`src/design/kcm_pkg.sv`:
```
// Shared constants, types and codes for the keypad code matcher.
package kcm_pkg;

	localparam int ENTRY_DEPTH      = 16;
	localparam int MAX_CODE_DIGITS  = 12;
	localparam int MIN_ENTRY_DIGITS = 6;
	localparam int DIGIT_KEYS       = 10;

	localparam int KEY_W      = 4;
	localparam int CODE_W     = 48;
	localparam int CODE_NIBS  = CODE_W / KEY_W;
	localparam int CODE_LEN_W = 4;
	localparam int CFG_IDX_W  = 2;
	localparam int CNT_W      = $clog2(ENTRY_DEPTH + 1);

	localparam logic [KEY_W-1:0] CONFIRM_KEY_RST = KEY_W'(11);

	typedef enum logic [CFG_IDX_W-1:0] {
		CFG_CODE_DIGITS = 2'd0,
		CFG_CODE_LENGTH = 2'd1,
		CFG_CONFIRM_KEY = 2'd2
	} cfg_idx_t;

	typedef enum logic {
		ST_IDLE,
		ST_SCAN
	} state_t;

	// per-cell control: shift toward cell 0, and whether the cell is in the code window
	typedef struct packed {
		logic shift;
		logic cmp_en;
	} cell_ctl_t;

endpackage

```
`src/design/kcm_cell.sv`:
```
// One entry cell: holds a digit, shifts toward its lower neighbor, compares to a code digit.
module kcm_cell (
	input  logic                     clk,
	input  kcm_pkg::cell_ctl_t       ctl,
	input  logic [kcm_pkg::KEY_W-1:0] din,
	input  logic [kcm_pkg::KEY_W-1:0] code_nib,
	output logic [kcm_pkg::KEY_W-1:0] dout,
	output logic                     hit
);
	import kcm_pkg::*;

	logic [KEY_W-1:0] digit_q;

	always_ff @(posedge clk) begin
		if (ctl.shift) begin
			digit_q <= din;
		end
	end

	assign dout = digit_q;
	// cells outside the code window never block a match
	assign hit  = !ctl.cmp_en || (digit_q == code_nib);

endmodule

```
`src/design/keypad_code_matcher.sv`:
```
// Top level of the keypad code matcher: control, config registers and the cell row.
//
// Input channel: one beat per keypad event (key_value, is_press) on in_valid/in_stall.
// Output channel: exactly one beat per input beat (unlock, checked) on out_valid/out_stall.
// Config port: cfg_we with cfg_index (0 code digits, 1 code length, 2 confirm key) and
// cfg_data; index 3 is ignored. Write only while the block is idle.
//
// The entry lives in a row of ENTRY_DEPTH cells, newest digit in the top cell. A digit
// press shifts the row by one. A confirm press starts a scan: the row shifts toward cell 0
// once per cycle while the low cells are compared in parallel with the code, so each
// cycle tests one window position. The scan covers positions 0 to ENTRY_DEPTH - len (len
// being the code length capped at MAX_CODE_DIGITS) and leaves the row shifted out, which
// is fine because a confirm clears the entry anyway.
//
// A result goes from the internal result slot into the output register; a confirm beat's
// result is put in the slot when its scan ends. A new input beat is taken as soon as the
// internal result slot has moved into the output register, so one beat can be accepted
// while the previous result is stalled at the output, but not while a scan runs. When the
// receiver stalls, the output holds and input stalls once the slot fills.
// Reset clears the entry count, the registers to their defaults and both result slots.
module keypad_code_matcher (
	input  logic                                clk,
	input  logic                                arst_n,
	input  logic                                in_valid,
	output logic                                in_stall,
	input  logic [kcm_pkg::KEY_W-1:0]           key_value,
	input  logic                                is_press,
	output logic                                out_valid,
	input  logic                                out_stall,
	output logic                                unlock,
	output logic                                checked,
	input  logic                                cfg_we,
	input  logic [kcm_pkg::CFG_IDX_W-1:0]       cfg_index,
	input  logic [kcm_pkg::CODE_W-1:0]          cfg_data
);
	import kcm_pkg::*;

	// config registers
	logic [CODE_W-1:0]     code_q;
	logic [CODE_LEN_W-1:0] code_len_q;
	logic [KEY_W-1:0]      confirm_q;

	// control state
	state_t            state_q, state_d;
	logic [CNT_W-1:0]  count_q, count_d;
	logic [CNT_W-1:0]  scan_t_q, scan_t_d;
	logic              match_q, match_d;

	// result slot feeding the output register
	logic res_valid_q, res_valid_d;
	logic res_unlock_q, res_unlock_d;
	logic res_checked_q, res_checked_d;

	// cell row
	cell_ctl_t        ctl [ENTRY_DEPTH];
	logic [KEY_W-1:0] digits [ENTRY_DEPTH];
	logic [ENTRY_DEPTH-1:0] hits;
	logic [KEY_W-1:0] fill;
	logic             row_shift;

	logic             accept;
	logic             is_digit;
	logic [CNT_W-1:0] len_eff;
	logic [CNT_W-1:0] last_t;
	logic             pos_ok;
	logic             win_hit;
	logic             out_free;

	assign in_stall = (state_q != ST_IDLE) || res_valid_q;
	assign accept   = in_valid && !in_stall;
	assign is_digit = (key_value < KEY_W'(DIGIT_KEYS));

	// code length capped at what the code register can hold
	assign len_eff = (CNT_W'(code_len_q) > CNT_W'(MAX_CODE_DIGITS)) ?
		CNT_W'(MAX_CODE_DIGITS) : CNT_W'(code_len_q);
	assign last_t  = CNT_W'(ENTRY_DEPTH) - len_eff;

	// window at cells 0..len-1 maps to entry start t - (DEPTH - count): must be >= 0
	assign pos_ok  = ({1'b0, scan_t_q} + {1'b0, count_q}) >= (CNT_W + 1)'(ENTRY_DEPTH);
	assign win_hit = &hits;

	// config writes
	always_ff @(posedge clk or negedge arst_n) begin
		if (!arst_n) begin
			code_q     <= '0;
			code_len_q <= '0;
			confirm_q  <= CONFIRM_KEY_RST;
		end else if (cfg_we) begin
			unique case (cfg_idx_t'(cfg_index))
				CFG_CODE_DIGITS: code_q     <= cfg_data;
				CFG_CODE_LENGTH: code_len_q <= cfg_data[CODE_LEN_W-1:0];
				CFG_CONFIRM_KEY: confirm_q  <= cfg_data[KEY_W-1:0];
				default: ;
			endcase
		end
	end

	// next state, row control and result slot
	always_comb begin
		state_d       = state_q;
		count_d       = count_q;
		scan_t_d      = scan_t_q;
		match_d       = match_q;
		res_valid_d   = res_valid_q;
		res_unlock_d  = res_unlock_q;
		res_checked_d = res_checked_q;
		row_shift     = 1'b0;
		fill          = key_value;

		// slot drains into the output register when that is free
		if (res_valid_q && out_free) begin
			res_valid_d = 1'b0;
		end

		unique case (state_q)
			ST_IDLE: begin
				if (accept) begin
					res_unlock_d  = 1'b0;
					res_checked_d = 1'b0;
					if (is_press && is_digit) begin
						row_shift   = 1'b1;
						res_valid_d = 1'b1;
						if (count_q != CNT_W'(ENTRY_DEPTH)) begin
							count_d = count_q + CNT_W'(1);
						end
					end else if (is_press && (key_value == confirm_q)) begin
						state_d  = ST_SCAN;
						scan_t_d = '0;
						match_d  = 1'b0;
					end else if (is_press) begin
						count_d     = '0;
						res_valid_d = 1'b1;
					end else begin
						res_valid_d = 1'b1;
					end
				end
			end
			ST_SCAN: begin
				fill      = '0;
				row_shift = 1'b1;
				match_d   = match_q || (win_hit && pos_ok &&
					(count_q >= CNT_W'(MIN_ENTRY_DIGITS)));
				if (scan_t_q == last_t) begin
					state_d       = ST_IDLE;
					count_d       = '0;
					res_valid_d   = 1'b1;
					res_unlock_d  = match_d;
					res_checked_d = 1'b1;
				end else begin
					scan_t_d = scan_t_q + CNT_W'(1);
				end
			end
			default: state_d = ST_IDLE;
		endcase
	end

	always_ff @(posedge clk or negedge arst_n) begin
		if (!arst_n) begin
			state_q     <= ST_IDLE;
			count_q     <= '0;
			scan_t_q    <= '0;
			match_q     <= 1'b0;
			res_valid_q <= 1'b0;
		end else begin
			state_q     <= state_d;
			count_q     <= count_d;
			scan_t_q    <= scan_t_d;
			match_q     <= match_d;
			res_valid_q <= res_valid_d;
		end
	end

	always_ff @(posedge clk) begin
		res_unlock_q  <= res_unlock_d;
		res_checked_q <= res_checked_d;
	end

	// output register
	logic out_valid_q;
	logic out_unlock_q;
	logic out_checked_q;

	assign out_free = !out_valid_q || !out_stall;

	always_ff @(posedge clk or negedge arst_n) begin
		if (!arst_n) begin
			out_valid_q <= 1'b0;
		end else if (out_free) begin
			out_valid_q <= res_valid_q;
		end
	end

	always_ff @(posedge clk) begin
		if (out_free && res_valid_q) begin
			out_unlock_q  <= res_unlock_q;
			out_checked_q <= res_checked_q;
		end
	end

	assign out_valid = out_valid_q;
	assign unlock    = out_unlock_q;
	assign checked   = out_checked_q;

	// cell row: cell i takes from cell i+1, the top cell takes the fill digit
	for (genvar i = 0; i < ENTRY_DEPTH; i++) begin : g_cell
		logic [KEY_W-1:0] cell_din;
		logic [KEY_W-1:0] cell_code;

		if (i == ENTRY_DEPTH - 1) begin : g_top
			assign cell_din = fill;
		end else begin : g_mid
			assign cell_din = digits[i+1];
		end

		if (i < CODE_NIBS) begin : g_code
			assign cell_code = code_q[KEY_W*i +: KEY_W];
		end else begin : g_nocode
			assign cell_code = '0;
		end

		assign ctl[i].shift  = row_shift;
		assign ctl[i].cmp_en = (state_q == ST_SCAN) && (CNT_W'(i) < len_eff);

		kcm_cell u_cell (
			.clk      (clk),
			.ctl      (ctl[i]),
			.din      (cell_din),
			.code_nib (cell_code),
			.dout     (digits[i]),
			.hit      (hits[i])
		);
	end

`ifndef SYNTHESIS
	// an unlock is only ever reported on a confirm beat
	a_unlock_needs_check: assert property (@(posedge clk) disable iff (!arst_n)
		out_valid_q |-> (!out_unlock_q || out_checked_q))
		else $error("unlock without checked");

	// a checked result can only come out of a scan
	a_checked_from_scan: assert property (@(posedge clk) disable iff (!arst_n)
		(res_valid_q && !$past(res_valid_q) && res_checked_q) |-> $past(state_q == ST_SCAN))
		else $error("checked result not produced by a scan");

	// entry count never exceeds the row depth
	a_count_range: assert property (@(posedge clk) disable iff (!arst_n)
		count_q <= CNT_W'(ENTRY_DEPTH))
		else $error("entry count out of range");

	// scan position stays within the last valid window
	a_scan_bound: assert property (@(posedge clk) disable iff (!arst_n)
		(state_q == ST_SCAN) |-> (scan_t_q <= last_t))
		else $error("scan ran past last window");
`endif

endmodule

```
`config.mk`:
```
export PLATFORM = sky130hd
export DESIGN_NAME = keypad_code_matcher
export DESIGN_NICKNAME = d
export VERILOG_FILES = /design/src/design/kcm_pkg.sv /design/src/design/kcm_cell.sv /design/src/design/keypad_code_matcher.sv
export SDC_FILE = /design/constraint.sdc
export NUM_CORES = 1
export LEC_CHECK = 0
export BUFFER_PORTS_ARGS = -buffer_cell sky130_fd_sc_hd__buf_4
export CORE_ASPECT_RATIO = 1.75
export CORE_MARGIN = 2
export CORE_UTILIZATION = 35
export DETAILED_ROUTE_END_ITERATION = 8
export PLACE_DENSITY = 0.56
export SLEW_MARGIN = 15
export SYNTH_ARGS = -nofsm -noshare
export SYNTH_HDL_FRONTEND = slang
export SYNTH_HIERARCHICAL = 1
export SYNTH_SLANG_ARGS = --single-unit
```
`constraint.sdc`:
```
create_clock -name clk -period 3.4 [get_ports clk]
set_input_delay 0.34 -clock clk [delete_from_list [all_inputs] [get_ports clk]]
set_output_delay 0.34 -clock clk [all_outputs]
set_load 0.02 [all_outputs]
```
==> qor.txt <==
Outcome: completed
Area occupied by multi-input gates: 2410 sq um
Post-Syn Area per Cell: 15.0 sq um
WL/cell: 17.0 microns
Commonest non-fill, non-tap cell in the layout: edfxtp_1
Endpoints failing setup: 0
Number of port buffers: 63
P per Cell Area: 771 nW/um^2
H-tree depth: 4
Async SR Flop Fraction: 50.7%
Slew @ Worst Pin: 0.974 ns
Register area: 3800 sq um
Vias: 3603
Post-route ant nets: 0
Die height: 180 microns
Max-slew violation count: 0
# fillers: 1662
Total die area: 18900 sq um
Number of synthesized flops with an enable pin: 68
Largest family of logic cells by synthesized area: multiplexers
Synth top area share: 32.8%
Gate Count Post-Synth: 416
Synth Area in Compound Gates: 7.96%
Die width: 105 microns
Yosys reg bits: 138
Site row count: 64
I/O Pins: 64
CP Data Required Time: 3.68 ns
Total Wirelength: 12800 microns
CORE AREA: 17500 sq um
Nets: 580
GP Congestion: 0.798
Adder-cell share of the synthesized area: 2.01%
Clock Root Buffer: clkbuf_16
Crit end category: register
Number of max-cap violations: 0
Crit path time final: 2.83 ns
Area leader, netlist: edfxtp_1
Grt ovf: 0
Vias in the first global route: 3943
GRT Util Overall: 14.4%
Top FF cell, synth: edfxtp_1
Crit Path Max Fanout: 17
Warnings, synthesis: 6
Peak supply drop: 0.000317 V
Initial antenna violation count: 0
Tcrit/Tclk final: 83.3%
Most frequent cells in the layout: edfxtp_1, dfrtp_1, xor2_1, buf_4, mux2_2
XOR/XNOR share of the synthesized area: 10.2%
Yosys cell types: 52
CTS tree: built
Dpl cell area: 7050 sq um
Simple-gate share of the synthesized area: 6.19%
Worst setup path class: reg2reg
Achievable Freq: 353 MHz
Hold_buf cts: 0
Crit path DAT: 3.12 ns
Largest net degree at the start of global routing: 71
Post-DP HPWL: 9180 microns
Inserted Clock Buffers: 17
P&R area growth vs syn: 22.5%
Hold Path Class: in2async
Final worst setup slack: 0.568 ns
Crit start category: register
Initial Utilization: 35.6%
Postcts setup bufs: 0
Area of the mapped netlist: 6220 sq um
Clock Skews: 0.00880 ns
RSZ-0062 raised after global routing: no
First-pass GRT wire length: 20800 microns
DRC viols: 0
Pre-CTS WS: 0.554 ns
Mux contribution to synthesized area: 11.1%
Cell area after layout: 7620 sq um
CTS Sinks: 138
Pre-antenna DRT Iters: 6
Post-cts sizing count: 0
TNS Setup: 0 ns
Post-synthesis sequential area ratio: 61.0%
Area contributors post-synth: edfxtp_1, dfrtp_1, mux2_2
Reg2Reg Setup Slack: 0.57 ns
Final hold violations: 0
P_leak: 3.13 nW
N_diodes: 0
Vias per inst: 4.78
Initial DRC count: 138
Max-slew headroom: 35.1%
Clock tree buffer depth: 2
Layout cells sized above 1: 35.4%
Clock-pin slew on the worst setup and hold paths: 0.06 ns
Clock Latency Late Sink: 0.41 ns
==> worst max-delay path, stage by stage (launching register included) <==
cell and delay, ns:
dfrtp_1 0.66, a21boi_1 0.21, inv_1 0.11, ha_1 0.21, inv_1 0.11, a21oi_1 0.16
nor2b_1 0.07, o41ai_2 0.05, nand4_1 0.14, nor2_1 0.14, nand4_1 0.14, a2111oi_0 0.56
a21o_1 0.14
==> cell families after synthesis <==
kind of cell,Yosys count
fa+ha+maj,10
other cells,1
mux,62
simple gates,67
buf+inv,20
flops,138
xor+xnor,71
compound gates,47
==> routing by layer <==
layer	routed length (microns)	share of wire [%]	vias up	global-route usage (%)
met3	369	2.9	18	3.18
met4	226	1.8	0	5.76
met2	7120	56	73	26.6
li1	-	-	1691	-
met1	5090	40	1821	15.9
met5	0	0	-	0
==> metrics by stage <==
stage	utilization [%]	cells	hold WS (ns)	power, mW
5_1_grt	43.7	754	0.120	6.21
3_3_place_gp	40.4	722	0.434	4.13
6_report	43.7	754	0.0271	5.88
2_1_floorplan	-	435	0.0444	3.69
3_5_place_dp	40.4	722	0.430	4.16
4_1_cts	43.7	754	0.113	5.96
==> area by class of cell <==
type                       instances  share of cell area [%]
clock buffer                      21                    6.30
clock inverter                    11                    1.25
inverter                          10                   0.492
timing repair buffer              66                    6.66
multi-input combinational        277                    31.7
tap                              231                    3.79
sequential                       138                    49.8
==> flip-flops by register name, summed over array words and instances, names as in the netlist, 4 cells and up <==
| register | cells |
|---|---|
| code_q | 48 |
| confirm_q | 4 |
| code_len_q | 4 |
| g_cell.u_cell/dout | 64 |
| count_q | 5 |
| scan_t_q | 5 |
==> final timing paths <==
| check | end | startpoint | cells after the start |
|---|---|---|---|
| hold / removal | code_q[45] | arst_n | 1 |
| min in group clk | out_valid | out_stall | 2 |
| setup / recovery | res_unlock_q | code_len_q[2] | 12 |
| setup reg to reg | res_unlock_q | code_len_q[2] | 12 |
| hold reg to reg | checked | res_checked_q | 0 |
| max in group asynchronous | code_len_q[1] | arst_n | 1 |
==> report_power, final <==
| part | switching [mW] | internal, mW | total [mW] | leakage (nW) |
|---|---|---|---|---|
| Clock | 0.690 | 1.08 | 1.77 | 0.281 |
| Combinational | 0.657 | 0.581 | 1.24 | 1.38 |
| Sequential | 0.450 | 2.42 | 2.87 | 1.47 |
==> cells in the mapped netlist, types with 3 or more instances <==
cell,n
o21a_1,3
buf_2,5
edfxtp_1,68
mux2i_1,6
a21o_1,4
dfstp_2,3
xnor2_1,4
inv_1,10
o21ai_0,6
nand4_1,4
nor2b_1,7
ha_1,10
xor2_1,66
o41ai_2,16
nand3b_1,3
nand2_1,14
clkbuf_1,4
and3_1,3
nand3_1,10
dfrtp_1,67
mux2_2,56
o31a_1,3
nor2_1,6
nor3_1,4
(Power assumes the default switching activity.)
